===== config.mk =====
export PLATFORM = sky130hd
export DESIGN_NAME = rvm_channel
export DESIGN_NICKNAME = d
export VERILOG_FILES = /design/src/rtl/core/rvm_pkg.sv /design/src/rtl/core/rvm_channel.sv
export SDC_FILE = /design/constraint.sdc
export NUM_CORES = 1
export LEC_CHECK = 0
export BUFFER_PORTS_ARGS = -buffer_cell sky130_fd_sc_hd__clkbuf_2
export CAP_MARGIN = 20
export CORE_MARGIN = 10
export CORE_UTILIZATION = 48
export DETAILED_ROUTE_END_ITERATION = 12
export PLACE_DENSITY_LB_ADDON = 0.2
export SLEW_MARGIN = 20
export SYNTH_ARGS = -nofsm -noshare
export SYNTH_HDL_FRONTEND = slang
export SYNTH_SLANG_ARGS = --single-unit

===== constraint.sdc =====
create_clock -name vclk -period 10
set_clock_uncertainty 0.05 [all_clocks]
set_input_delay 2 -clock vclk [all_inputs]
set_output_delay 2 -clock vclk [all_outputs]
set_load 0.02 [all_outputs]

===== src/rtl/core/rvm_pkg.sv =====
`timescale 1ns / 1ps

package rvm_pkg;

    typedef enum logic [1:0] {
        MODE_LOAD_LEFT  = 2'd0,
        MODE_LOAD_RIGHT = 2'd1,
        MODE_SET_POS    = 2'd2,
        MODE_MIX        = 2'd3
    } t_mode;

    typedef enum logic [1:0] {
        FMT_U8_U8   = 2'd0,
        FMT_S16_U8  = 2'd1,
        FMT_U8_S16  = 2'd2,
        FMT_S16_S16 = 2'd3
    } t_fmt;

    localparam int TABLE_ENTRIES = 256;
    localparam int TABLE_ADDR_W  = $clog2(TABLE_ENTRIES);

    localparam logic [1:0] REG_FORMAT = 2'd0;
    localparam logic [1:0] REG_STEREO = 2'd1;
    localparam logic [1:0] REG_STEP   = 2'd2;

    localparam logic [31:0] STEP_RESET = 32'h0001_0000;

endpackage


===== src/rtl/core/rvm_channel.sv =====
`timescale 1ns / 1ps

module rvm_channel (
    input  rvm_pkg::t_fmt i_fmt,
    input  logic [15:0]   i_qa,
    input  logic [15:0]   i_qb,
    input  logic [15:0]   i_dest,
    output logic [15:0]   o_mixed
);

    logic signed [17:0] w_add;
    logic signed [17:0] w_dest;
    logic signed [17:0] w_sum;
    logic               w_out8;

    always_comb begin
        w_out8 = i_fmt inside {rvm_pkg::FMT_U8_U8, rvm_pkg::FMT_S16_U8};
        case (i_fmt)
            rvm_pkg::FMT_U8_U8, rvm_pkg::FMT_S16_U8: begin
                w_add = {{10{i_qa[7]}}, i_qa[7:0]};
            end
            rvm_pkg::FMT_U8_S16: begin
                w_add = {{2{i_qa[15]}}, i_qa};
            end
            rvm_pkg::FMT_S16_S16: begin
                w_add = $signed({{10{i_qa[15]}}, i_qa[15:8]})
                      + $signed({{2{i_qb[15]}}, i_qb})
                      + 18'sd128;
            end
            default: begin
                w_add = '0;
            end
        endcase
        if (w_out8) begin
            w_dest = {10'd0, i_dest[7:0]};
        end else begin
            w_dest = {{2{i_dest[15]}}, i_dest};
        end
        w_sum = w_dest + w_add;
        if (w_out8) begin
            if (w_sum < 18'sd0) begin
                o_mixed = 16'h0000;
            end else if (w_sum > 18'sd255) begin
                o_mixed = 16'h00FF;
            end else begin
                o_mixed = {8'h00, w_sum[7:0]};
            end
        end else begin
            if (w_sum < -18'sd32768) begin
                o_mixed = 16'h8000;
            end else if (w_sum > 18'sd32767) begin
                o_mixed = 16'h7FFF;
            end else begin
                o_mixed = w_sum[15:0];
            end
        end
    end

endmodule


# After elaboration in Yosys (flattened, before gate mapping)
# Index checks and enable logic that the tools add are counted.
[totals]
register_bits = 0
latchBits = 0
mem_bits_rw = 0
rom_bits = 0
input_bits = 50
elab_cells = 20
mem_count = 0
[classes]
n_addsub = 3
n_mul = 0
div_mod_pow = 0
n_lt_le_gt_ge = 4
eq_ne = 3
n_shift = 0
n_mux = 7
bitwise = 0
reduce_logical = 3
[op_table]
columns = ["cell", "count"]
rows = [
  ["$pmux 18 s3", 1],
  ["$mux 16", 3],
  ["$add 17x9->18 const B", 1],
  ["$add 18x18->18", 1],
  ["$gt 18x16->1 const B", 1],
  ["$gt 18x9->1 const B", 1],
  ["$lt 18x1->1 const B", 1],
  ["$lt 18x16->1 const B", 1],
  ["$mux 18", 1],
  ["$add 8x16->17", 1],
  ["$mux 8", 2],
  ["$eq 2x2->1 const B", 2],
  ["$eq 2x1->1 const B", 1],
  ["$logic_not 2->1", 1],
  ["$reduce_bool 2->1", 1],
  ["$reduce_or 2->1", 1],
]

# Longest topological paths before layout
# Gate-level depths: netlist of the first run.
[logic_depth]
ltp_word = 8
depth_mapped = 24

# Worst setup path before layout of the first run
# Ideal clock, no wire load.
[synth_path]
path_type = "input to output"
from = "input i_qa[11]"
to = "output o_mixed[2]"
t_arrival_ps = 6453
required_ps = 7950
slack_ps = 1497
cell_stages = 22
path_cell_list = "ha_1 -> ha_1 -> and3_1 -> a221o_1 -> o21a_1 -> nor2_1 -> o21ai_0 -> a21oi_1 -> xnor2_1 -> mux2i_1 -> a21oi_1 -> ha_1 -> clkbuf_1 -> a21oi_1 -> nand2_1 -> a31o_2 -> a311o_1 -> a21oi_1 -> o311ai_1 -> a21oi_1 -> nor2_1 -> o21bai_1"
[synth_between]
elab_chain_len = 8
elab_cells_between_ends = 13
[synth_rtl]
columns = ["item", "line_no", "rtl"]
rows = [
  ["from (decl)", "rvm_channel.sv:5", "input logic [15:0] i_qa,"],
  ["$add 8x16->17", "rvm_channel.sv:27", "+ $signed({{2{i_qb[15]}}, i_qb})"],
  ["$add 17x9->18", "rvm_channel.sv:28", "+ 18'sd128;"],
  ["$pmux 18 s3 *", "rvm_channel.sv:18", "case (i_fmt)"],
  ["$add 18x18->18 *", "rvm_channel.sv:39", "w_sum = w_dest + w_add;"],
  ["$gt 18x16->1 / $gt 18x9->1 (equally long branches)", "rvm_channel.sv:51, rvm_channel.sv:43", ""],
  ["$mux 16 / $mux 8 (equally long branches)", "rvm_channel.sv:51, rvm_channel.sv:43", ""],
  ["$mux 16 / $mux 8 (equally long branches)", "rvm_channel.sv:49, rvm_channel.sv:41", ""],
  ["$mux 16 *", "rvm_channel.sv:40", "if (w_out8) begin"],
  ["to (decl)", "rvm_channel.sv:8", "output logic [15:0] o_mixed"],
]
# Mark *: on every way between the ends. The rest lies on a longest branch, timed or not.

# Worst setup path in the final report of the first run
[layout_path]
from = "input i_qa[12]"
to = "output o_mixed[9]"
[layout_between]
elab_chain_len = 8
elab_cells_between_ends = 9
[layout_rtl]
columns = ["item", "line_no", "rtl"]
rows = [
  ["$add 8x16->17", "rvm_channel.sv:27", ""],
  ["$add 17x9->18", "rvm_channel.sv:28", ""],
  ["$pmux 18 s3 *", "rvm_channel.sv:18", ""],
  ["$add 18x18->18 *", "rvm_channel.sv:39", ""],
  ["$gt 18x16->1", "rvm_channel.sv:51", "end else if (w_sum > 18'sd32767) begin"],
  ["$mux 16", "rvm_channel.sv:51", ""],
  ["$mux 16 *", "rvm_channel.sv:49", "if (w_sum < -18'sd32768) begin"],
  ["$mux 16 *", "rvm_channel.sv:40", ""],
]
# Marked as above.

==> flow_metrics.py, run 1 <==
metrics = {
    "logic_synthesis": {
        "synthCells": 308,
        "synth_compound_area_share_pct": 34.8,
        "yosys.area_share.xor_xnor_pct": 9.76,
        "synth_nets": 409,
        "yosysUniqueCellTypes": 50,
        "synthSimpleGateAreaFrac_pct": 20.5,
        "synth_top_family_by_area": "compound AO/OA/AOI/OAI gates",
        "syn_area_per_cell_um2": 7.28,
        "synth-adder-area-share_pct": 29.1,
        "netlist_area_um2": 2240,
        "ys_seq_area_share_pct": 0,
        "ys_warn_count": 0,
        "muxShareOfSynthArea_pct": 1.90,
    },
    "layout": {
        "finish.utilization_pct": 58.7,
        "areaGrowthSynthToFinish_pct": 16.2,
        "clkbuf_count": 0,
        "flops_and_latches": 0,
        "stdcell_count": 418,
        "layout-drive-gt1-share_pct": 22.4,
        "seq_area_um2": 0,
        "nNetsFinal": 469,
        "final_common_cell": "clkbuf_2",
        "n_fill_cell": 439,
        "multi_input_area_um2": 2160,
        "final_cell_mix": "66 x clkbuf_2, 49 x ha_1, 35 x a21oi_1",
        "final_area_um2": 2610,
        "antennaDiodeCount": 0,
    },
    "timing": {
        "finalMaxSlewViolations": 0,
        "fin_crit_sh_pct": 91.0,
        "tightest_slew_ns": 0.604,
        "setup_violations": 0,
        "setup_slack_ns": 0.901,
        "hold_violations": 0,
        "maxSlewHeadroom_pct": 59.4,
        "fin_crit_ns": 9.10,
        "fmax_ghz": 0.110,
        "grt_setup_unrepaired": "no",
        "setup_tns_ns": 0,
    },
    "power_and_ir_drop": {
        "cellLeakagePower_nw": 1.34,
        "pwr_density_cell_nw_per_um2": 105,
        "irDropWorstVdd_mv": 0.0804,
    },
    "clocking": {
        "post_cts_buffers": 0,
        "cts.repair.resized": 0,
        "ctsHoldBuffers": 0,
    },
    "worst_setup_path": {
        "arrival_ns": 7.05,
        "required_ns": 7.95,
        "path_max_fanout": 8,
        "crit_type": "in -> out",
        "start_kind": "input port",
        "crit_path_end_kind": "output port",
    },
    "route": {
        "first_pass_iters": 4,
        "met2_length_um": 3050,
        "ant_nets": 0,
        "route.detailed.drc": 0,
        "drt_iter0_markers": 92,
        "vias": 2441,
        "met1_length_um": 2910,
        "avgViaCountPerCell": 5.84,
        "wl_per_cell_um": 15.0,
        "wl_met3_um": 289,
        "drt-total-wl_um": 6250,
        "top_layer_used": "met3",
    },
    "die": {
        "start_util_pct": 50.5,
        "core_area_um2": 4440,
        "die-area_um2": 7810,
        "num_rows": 24,
        "io_pins": 66,
        "die_h_um": 88.4,
        "fp.dieW_um": 88.4,
    },
    "grt": {
        "grt_pass1_wl_um": 10100,
        "gr-total-overflow": 0,
        "grt_max_degree": 24,
        "grt_pass1_vias": 2318,
        "antenna_found_initial": 0,
        "grtUsageTotal_pct": 15.3,
    },
    "worst_hold_path": {
        "hold_class": "in -> out",
    },
    "flow_run": {
        "drv_cap": 0,
    },
    "placed_design": {
        "dp_slack_ns": 0.938,
        "dp.cells": 418,
        "placed_area_um2": 2610,
        "io_buffers": 66,
        "gp_congestion": 0.866,
        "dp_hpwl_um": 5480,
    },
    "run_status": {
        "status": "finished clean",
    },
}
cells in the mapped netlist, types with 4 or more instances:
library cell | number | area, um2
a31oi_1 | 4 | 25.0
and3_1 | 4 | 25.0
xor2_1 | 14 | 123
o21ai_0 | 22 | 110
and2_1 | 8 | 50.1
nor2_1 | 18 | 67.6
nand2_1 | 24 | 90.1
o21a_1 | 4 | 30.0
o21bai_1 | 8 | 60.1
nor2b_1 | 6 | 37.5
a21o_1 | 10 | 75.1
nor3_1 | 7 | 35.0
xnor2_1 | 11 | 96.3
nand2b_1 | 9 | 56.3
clkbuf_1 | 7 | 26.3
inv_1 | 15 | 56.3
nand3_1 | 8 | 40.0
ha_1 | 49 | 613
a21oi_1 | 35 | 175
cells by family (layout without fill, tap and decap cells):
logic type / after synthesis / after routing
buffers and inverters: 23 / 81
XOR/XNOR: 25 / 25
multiplexers: 4 / 4
adder cells (fa/ha/maj): 51 / 51
AND/OR/NAND/NOR: 91 / 91
AO/OA/AOI/OAI: 114 / 114
worst max-delay path, cell delays in order:
cell	delay, ns
clkbuf_2	0.11
ha_1	0.30
ha_1	0.35
and3_1	0.19
a221o_1	0.35
o21a_1	0.19
nor2_1	0.12
o21ai_0	0.11
a21oi_1	0.18
xnor2_1	0.14
mux2i_1	0.09
a21oi_1	0.19
ha_1	0.34
a21oi_1	0.28
nor2_1	0.06
a211oi_1	0.22
o21ai_1	0.16
o21ai_2	0.27
o21ai_0	0.16
xnor2_1	0.53
nand2_1	0.28
a21oi_1	0.21
clkbuf_2	0.19
stage by stage:
step,total power [mW],hold WS [ns]
5_1_grt,0.304,4.50
3_5_place_dp,0.272,4.49
2_1_floorplan,0.203,4.29
3_3_place_gp,0.271,4.50
6_report,0.274,4.48
4_1_cts,0.274,4.49
worst paths after layout:
check | from | end | slack (ns) | cells after the start
worst max-delay path | i_qa[12] | o_mixed[9] | 0.90 | 23
worst min-delay path | i_dest[0] | o_mixed[0] | 4.48 | 5
metal layers:
metal / track usage [%] / vias to the layer above
met3: 1.38 / 0
met4: 0 / 0
met1: 18.8 / 1112
met5: 0 / -
met2: 29.3 / 58
li1: - / 1271
area by class of cell:
| class | instances | share of cell area (%) |
|---|---|---|
| well taps | 52 | 2.50 |
| inverters | 15 | 2.16 |
| multi-input cells | 285 | 82.7 |
| repair buffers | 66 | 12.7 |
where the power goes:
part | switching, mW | total, mW | internal, mW
logic | 0.162 | 0.274 | 0.112
registers | 0 | 0 | 0
clock network | 0 | 0 | 0
Note: power is estimated with default switching activity, not from simulation.
==> run 2: changes to the inputs <==
- REMOVE_ABC_BUFFERS: not set -> 1
==> flow_metrics.py, run 2 (synthesized netlist as in run 1, its figures left out) <==
metrics = {
    "run_status": {
        "status": "finished clean",
    },
    "clocking": {
        "ctsHoldBuffers": 0,
        "post_cts_buffers": 0,
        "cts.repair.resized": 0,
    },
    "die": {
        "fp.dieW_um": 88.4,
        "start_util_pct": 50.5,
        "core_area_um2": 4440,
        "num_rows": 24,
        "die_h_um": 88.4,
        "io_pins": 66,
        "die-area_um2": 7810,
    },
    "grt": {
        "grtUsageTotal_pct": 15.4,
        "gr-total-overflow": 0,
        "grt_pass1_vias": 2290,
        "grt_max_degree": 24,
        "antenna_found_initial": 0,
        "grt_pass1_wl_um": 10300,
    },
    "timing": {
        "tightest_slew_ns": 0.580,
        "maxSlewHeadroom_pct": 61.1,
        "hold_violations": 0,
        "fin_crit_ns": 9.06,
        "fin_crit_sh_pct": 90.6,
        "setup_violations": 0,
        "fmax_ghz": 0.110,
        "holdWs_ns": 4.50,
        "setup_tns_ns": 0,
        "grt_setup_unrepaired": "no",
        "finalMaxSlewViolations": 0,
    },
    "power_and_ir_drop": {
        "pwr_density_cell_nw_per_um2": 105,
        "cellLeakagePower_nw": 1.34,
        "irDropWorstVdd_mv": 0.0945,
        "power_mw": 0.273,
    },
    "layout": {
        "seq_area_um2": 0,
        "nNetsFinal": 469,
        "clkbuf_count": 0,
        "final_common_cell": "clkbuf_2",
        "finish.utilization_pct": 58.7,
        "final_cell_mix": "66 x clkbuf_2, 49 x ha_1, 35 x a21oi_1",
        "antennaDiodeCount": 0,
        "stdcell_count": 418,
        "flops_and_latches": 0,
        "layout-drive-gt1-share_pct": 22.4,
        "areaGrowthSynthToFinish_pct": 16.2,
    },
    "worst_setup_path": {
        "crit_type": "in -> out",
        "required_ns": 7.95,
        "start_kind": "input port",
        "path_max_fanout": 11,
        "arrival_ns": 7.01,
        "crit_path_end_kind": "output port",
    },
    "route": {
        "route.detailed.drc": 0,
        "wl_per_cell_um": 14.6,
        "vias": 2344,
        "drt-total-wl_um": 6110,
        "drt_iter0_markers": 99,
        "first_pass_iters": 4,
        "avgViaCountPerCell": 5.61,
        "ant_nets": 0,
    },
    "worst_hold_path": {
        "hold_class": "in -> out",
    },
    "placed_design": {
        "dp_hpwl_um": 5310,
        "gp_congestion": 0.857,
        "io_buffers": 66,
        "dp.cells": 418,
    },
    "flow_run": {
        "drv_cap": 0,
    },
}
## run 2: cell counts in the layout (fill, tap and decap cells not counted)
Identical to the previous run, type by type.
## run 2: worst paths after layout
path	endpoint	depth (start not counted)	from
min	o_mixed[0]	5	i_dest[0]
max	o_mixed[14]	23	i_qa[12]
## run 2: metrics by stage
stage	worst slack (ns)	cell area (um2)
after floorplan	1.58	2210
after global placement	1.00	2610
after detailed placement	0.942	2610
after CTS	0.925	2610
after global routing	0.423	2610
final	0.936	2610
## run 2: report_power, final
| part | switching, mW | internal, mW |
|---|---|---|
| clock | 0 | 0 |
| sequential | 0 | 0 |
| combinational | 0.161 | 0.112 |
| total | 0.161 | 0.112 |
## run 2: area by class of cell
cell class         instances  area, um2
fillers                  471       1840
repair buffers            66        330
multi-input cells        285       2160
inverters                 15       56.3
well taps                 52       65.1
## run 2: critical path: stages
cell      delay, ns
clkbuf_2       0.11
ha_1           0.29
ha_1           0.36
and3_1         0.18
a221o_1        0.35
o21a_1         0.19
nor2_1         0.12
inv_1          0.05
a21oi_1        0.16
xnor2_1        0.14
mux2i_1        0.09
a21oi_1        0.22
ha_1           0.40
a21oi_1        0.19
nand2_1        0.10
a211oi_1       0.25
o21ai_1        0.15
o21ai_2        0.28
o21ai_0        0.17
xnor2_1        0.51
nand2_1        0.28
a21oi_1        0.21
clkbuf_2       0.19
## run 2: layer usage
layer	track usage, %	up-vias	part of all wire (%)
met2	27.7	52	48
li1	-	1269	-
met1	20.5	1021	47
met5	0	-	0
met3	1.29	2	5.2
met4	0	0	0.049
==> run 3: changes to the inputs <==
- CELL_PAD_IN_SITES_DETAIL_PLACEMENT: not set -> 1
- CELL_PAD_IN_SITES_GLOBAL_PLACEMENT: not set -> 1
- CORE_UTILIZATION: 48 -> 39
==> flow_metrics.py, run 3 (synthesized netlist as in run 1, its figures left out) <==
metrics = {
    "timing": {
        "fin_crit_sh_pct": 91.8,
        "fmax_ghz": 0.109,
        "setup_violations": 0,
        "maxSlewHeadroom_pct": 56.1,
        "finalMaxSlewViolations": 0,
        "hold_violations": 0,
        "fin_crit_ns": 9.18,
        "setup_tns_ns": 0,
        "grt_setup_unrepaired": "no",
        "tightest_slew_ns": 0.654,
    },
    "worst_setup_path": {
        "slowest_stage": "xnor2_1",
        "slowest_delay_ns": 0.57,
        "worstPathCellList": "clkbuf_2, ha_1, ha_1, and3_1, a221o_1, o21a_1, nor2_1, o21ai_0, a21oi_1, xnor2_1, mux2i_1, a21oi_1, ha_1, a21oi_1, nor2_1, a211oi_1, o21ai_1, o21ai_2, o21ai_0, xnor2_1, nor2_1, o21bai_1, clkbuf_2",
        "start_kind": "input port",
        "arrival_ns": 7.13,
        "path_max_fanout": 8,
        "required_ns": 7.95,
        "crit_path_end_kind": "output port",
        "crit_type": "in -> out",
    },
    "die": {
        "fp.dieW_um": 95.8,
        "core_area_um2": 5540,
        "num_rows": 27,
        "die_h_um": 95.8,
        "die-area_um2": 9190,
        "start_util_pct": 40.5,
        "io_pins": 66,
    },
    "route": {
        "avgViaCountPerCell": 5.51,
        "vias": 2414,
        "wl_per_cell_um": 16.3,
        "drt-total-wl_um": 7120,
        "ant_nets": 0,
        "route.detailed.drc": 0,
        "first_pass_iters": 4,
        "drt_iter0_markers": 52,
    },
    "grt": {
        "grt_pass1_vias": 2533,
        "grtUsageTotal_pct": 15.1,
        "grt_pass1_wl_um": 11700,
        "grt_max_degree": 24,
        "antenna_found_initial": 0,
        "gr-total-overflow": 0,
    },
    "layout": {
        "seq_area_um2": 0,
        "flops_and_latches": 0,
        "areaGrowthSynthToFinish_pct": 17.3,
        "nNetsFinal": 469,
        "final_area_um2": 2630,
        "final_cell_mix": "66 x clkbuf_2, 49 x ha_1, 35 x a21oi_1",
        "antennaDiodeCount": 0,
        "layout-drive-gt1-share_pct": 22.4,
        "final_common_cell": "clkbuf_2",
        "clkbuf_count": 0,
    },
    "worst_hold_path": {
        "min-delay-start": "i_dest[0]",
        "hold_class": "in -> out",
        "whs_path_depth": 5,
        "min_to": "o_mixed[0]",
    },
    "power_and_ir_drop": {
        "pwr_density_cell_nw_per_um2": 106,
        "cellLeakagePower_nw": 1.34,
        "irDropWorstVdd_mv": 0.0618,
    },
    "clocking": {
        "cts.repair.resized": 0,
        "ctsHoldBuffers": 0,
        "post_cts_buffers": 0,
    },
    "flow_run": {
        "drv_cap": 0,
    },
    "placed_design": {
        "dp_hpwl_um": 6310,
        "io_buffers": 66,
        "gp_congestion": 0.852,
        "placed_area_um2": 2630,
    },
    "run_status": {
        "status": "finished clean",
    },
}
-- run 3: report_power, final --
part / switching [mW] / internal [mW]
Sequential: 0 / 0
Clock: 0 / 0
Combinational: 0.167 / 0.112
Total: 0.167 / 0.112
-- run 3: how the worst max path moves through the flow --
stage / end / slack (ns) / startpoint / cells past startpoint
after floorplan: o_mixed[2] / 1.58 / i_qa[11] / 21
after global placement: o_mixed[14] / 0.94 / i_qa[12] / 23
after detailed placement: o_mixed[2] / 0.83 / i_qa[12] / 23
after CTS: o_mixed[2] / 0.82 / i_qa[12] / 23
after global routing: o_mixed[11] / 0.30 / i_qa[12] / 23
final: o_mixed[2] / 0.82 / i_qa[12] / 23
-- run 3: final cells by class --
cell class,count,area (um2)
inverters,15,56.3
repair buffers,66,330
multi-input cells,285,2160
well taps,72,90.1
fillers,768,2910
-- run 3: routing by layer --
| layer | global-route usage [%] | wire (um) | vias to the layer above |
|---|---|---|---|
| met3 | 0.856 | 211 | 6 |
| met4 | 1.23 | 72 | 0 |
| met1 | 19.4 | 3380 | 1103 |
| met5 | 0 | 0 | - |
| li1 | - | - | 1262 |
| met2 | 27.9 | 3450 | 43 |
-- run 3: stage by stage --
stage	hold slack [ns]	std cells	power (mW)	setup slack, ns	utilization, %
after floorplan	4.11	300	0.201	1.58	-
after global placement	4.52	438	0.274	0.935	47.5
after detailed placement	4.51	438	0.279	0.831	47.5
after CTS	4.52	438	0.281	0.817	47.5
after global routing	4.54	438	0.310	0.302	47.5
final	4.50	438	0.279	0.821	47.5
-- run 3: worst max-delay path, delay by kind of cell --
kind                       cells  cell delay, ns
and+or+nand+nor                4            0.67
xor gates and xnor gates       2            0.66
adders and majority gates      3            1.08
muxes                          1            0.14
buffers and inverters          2            0.32
AOI/OAI and AO/OA             11            2.24
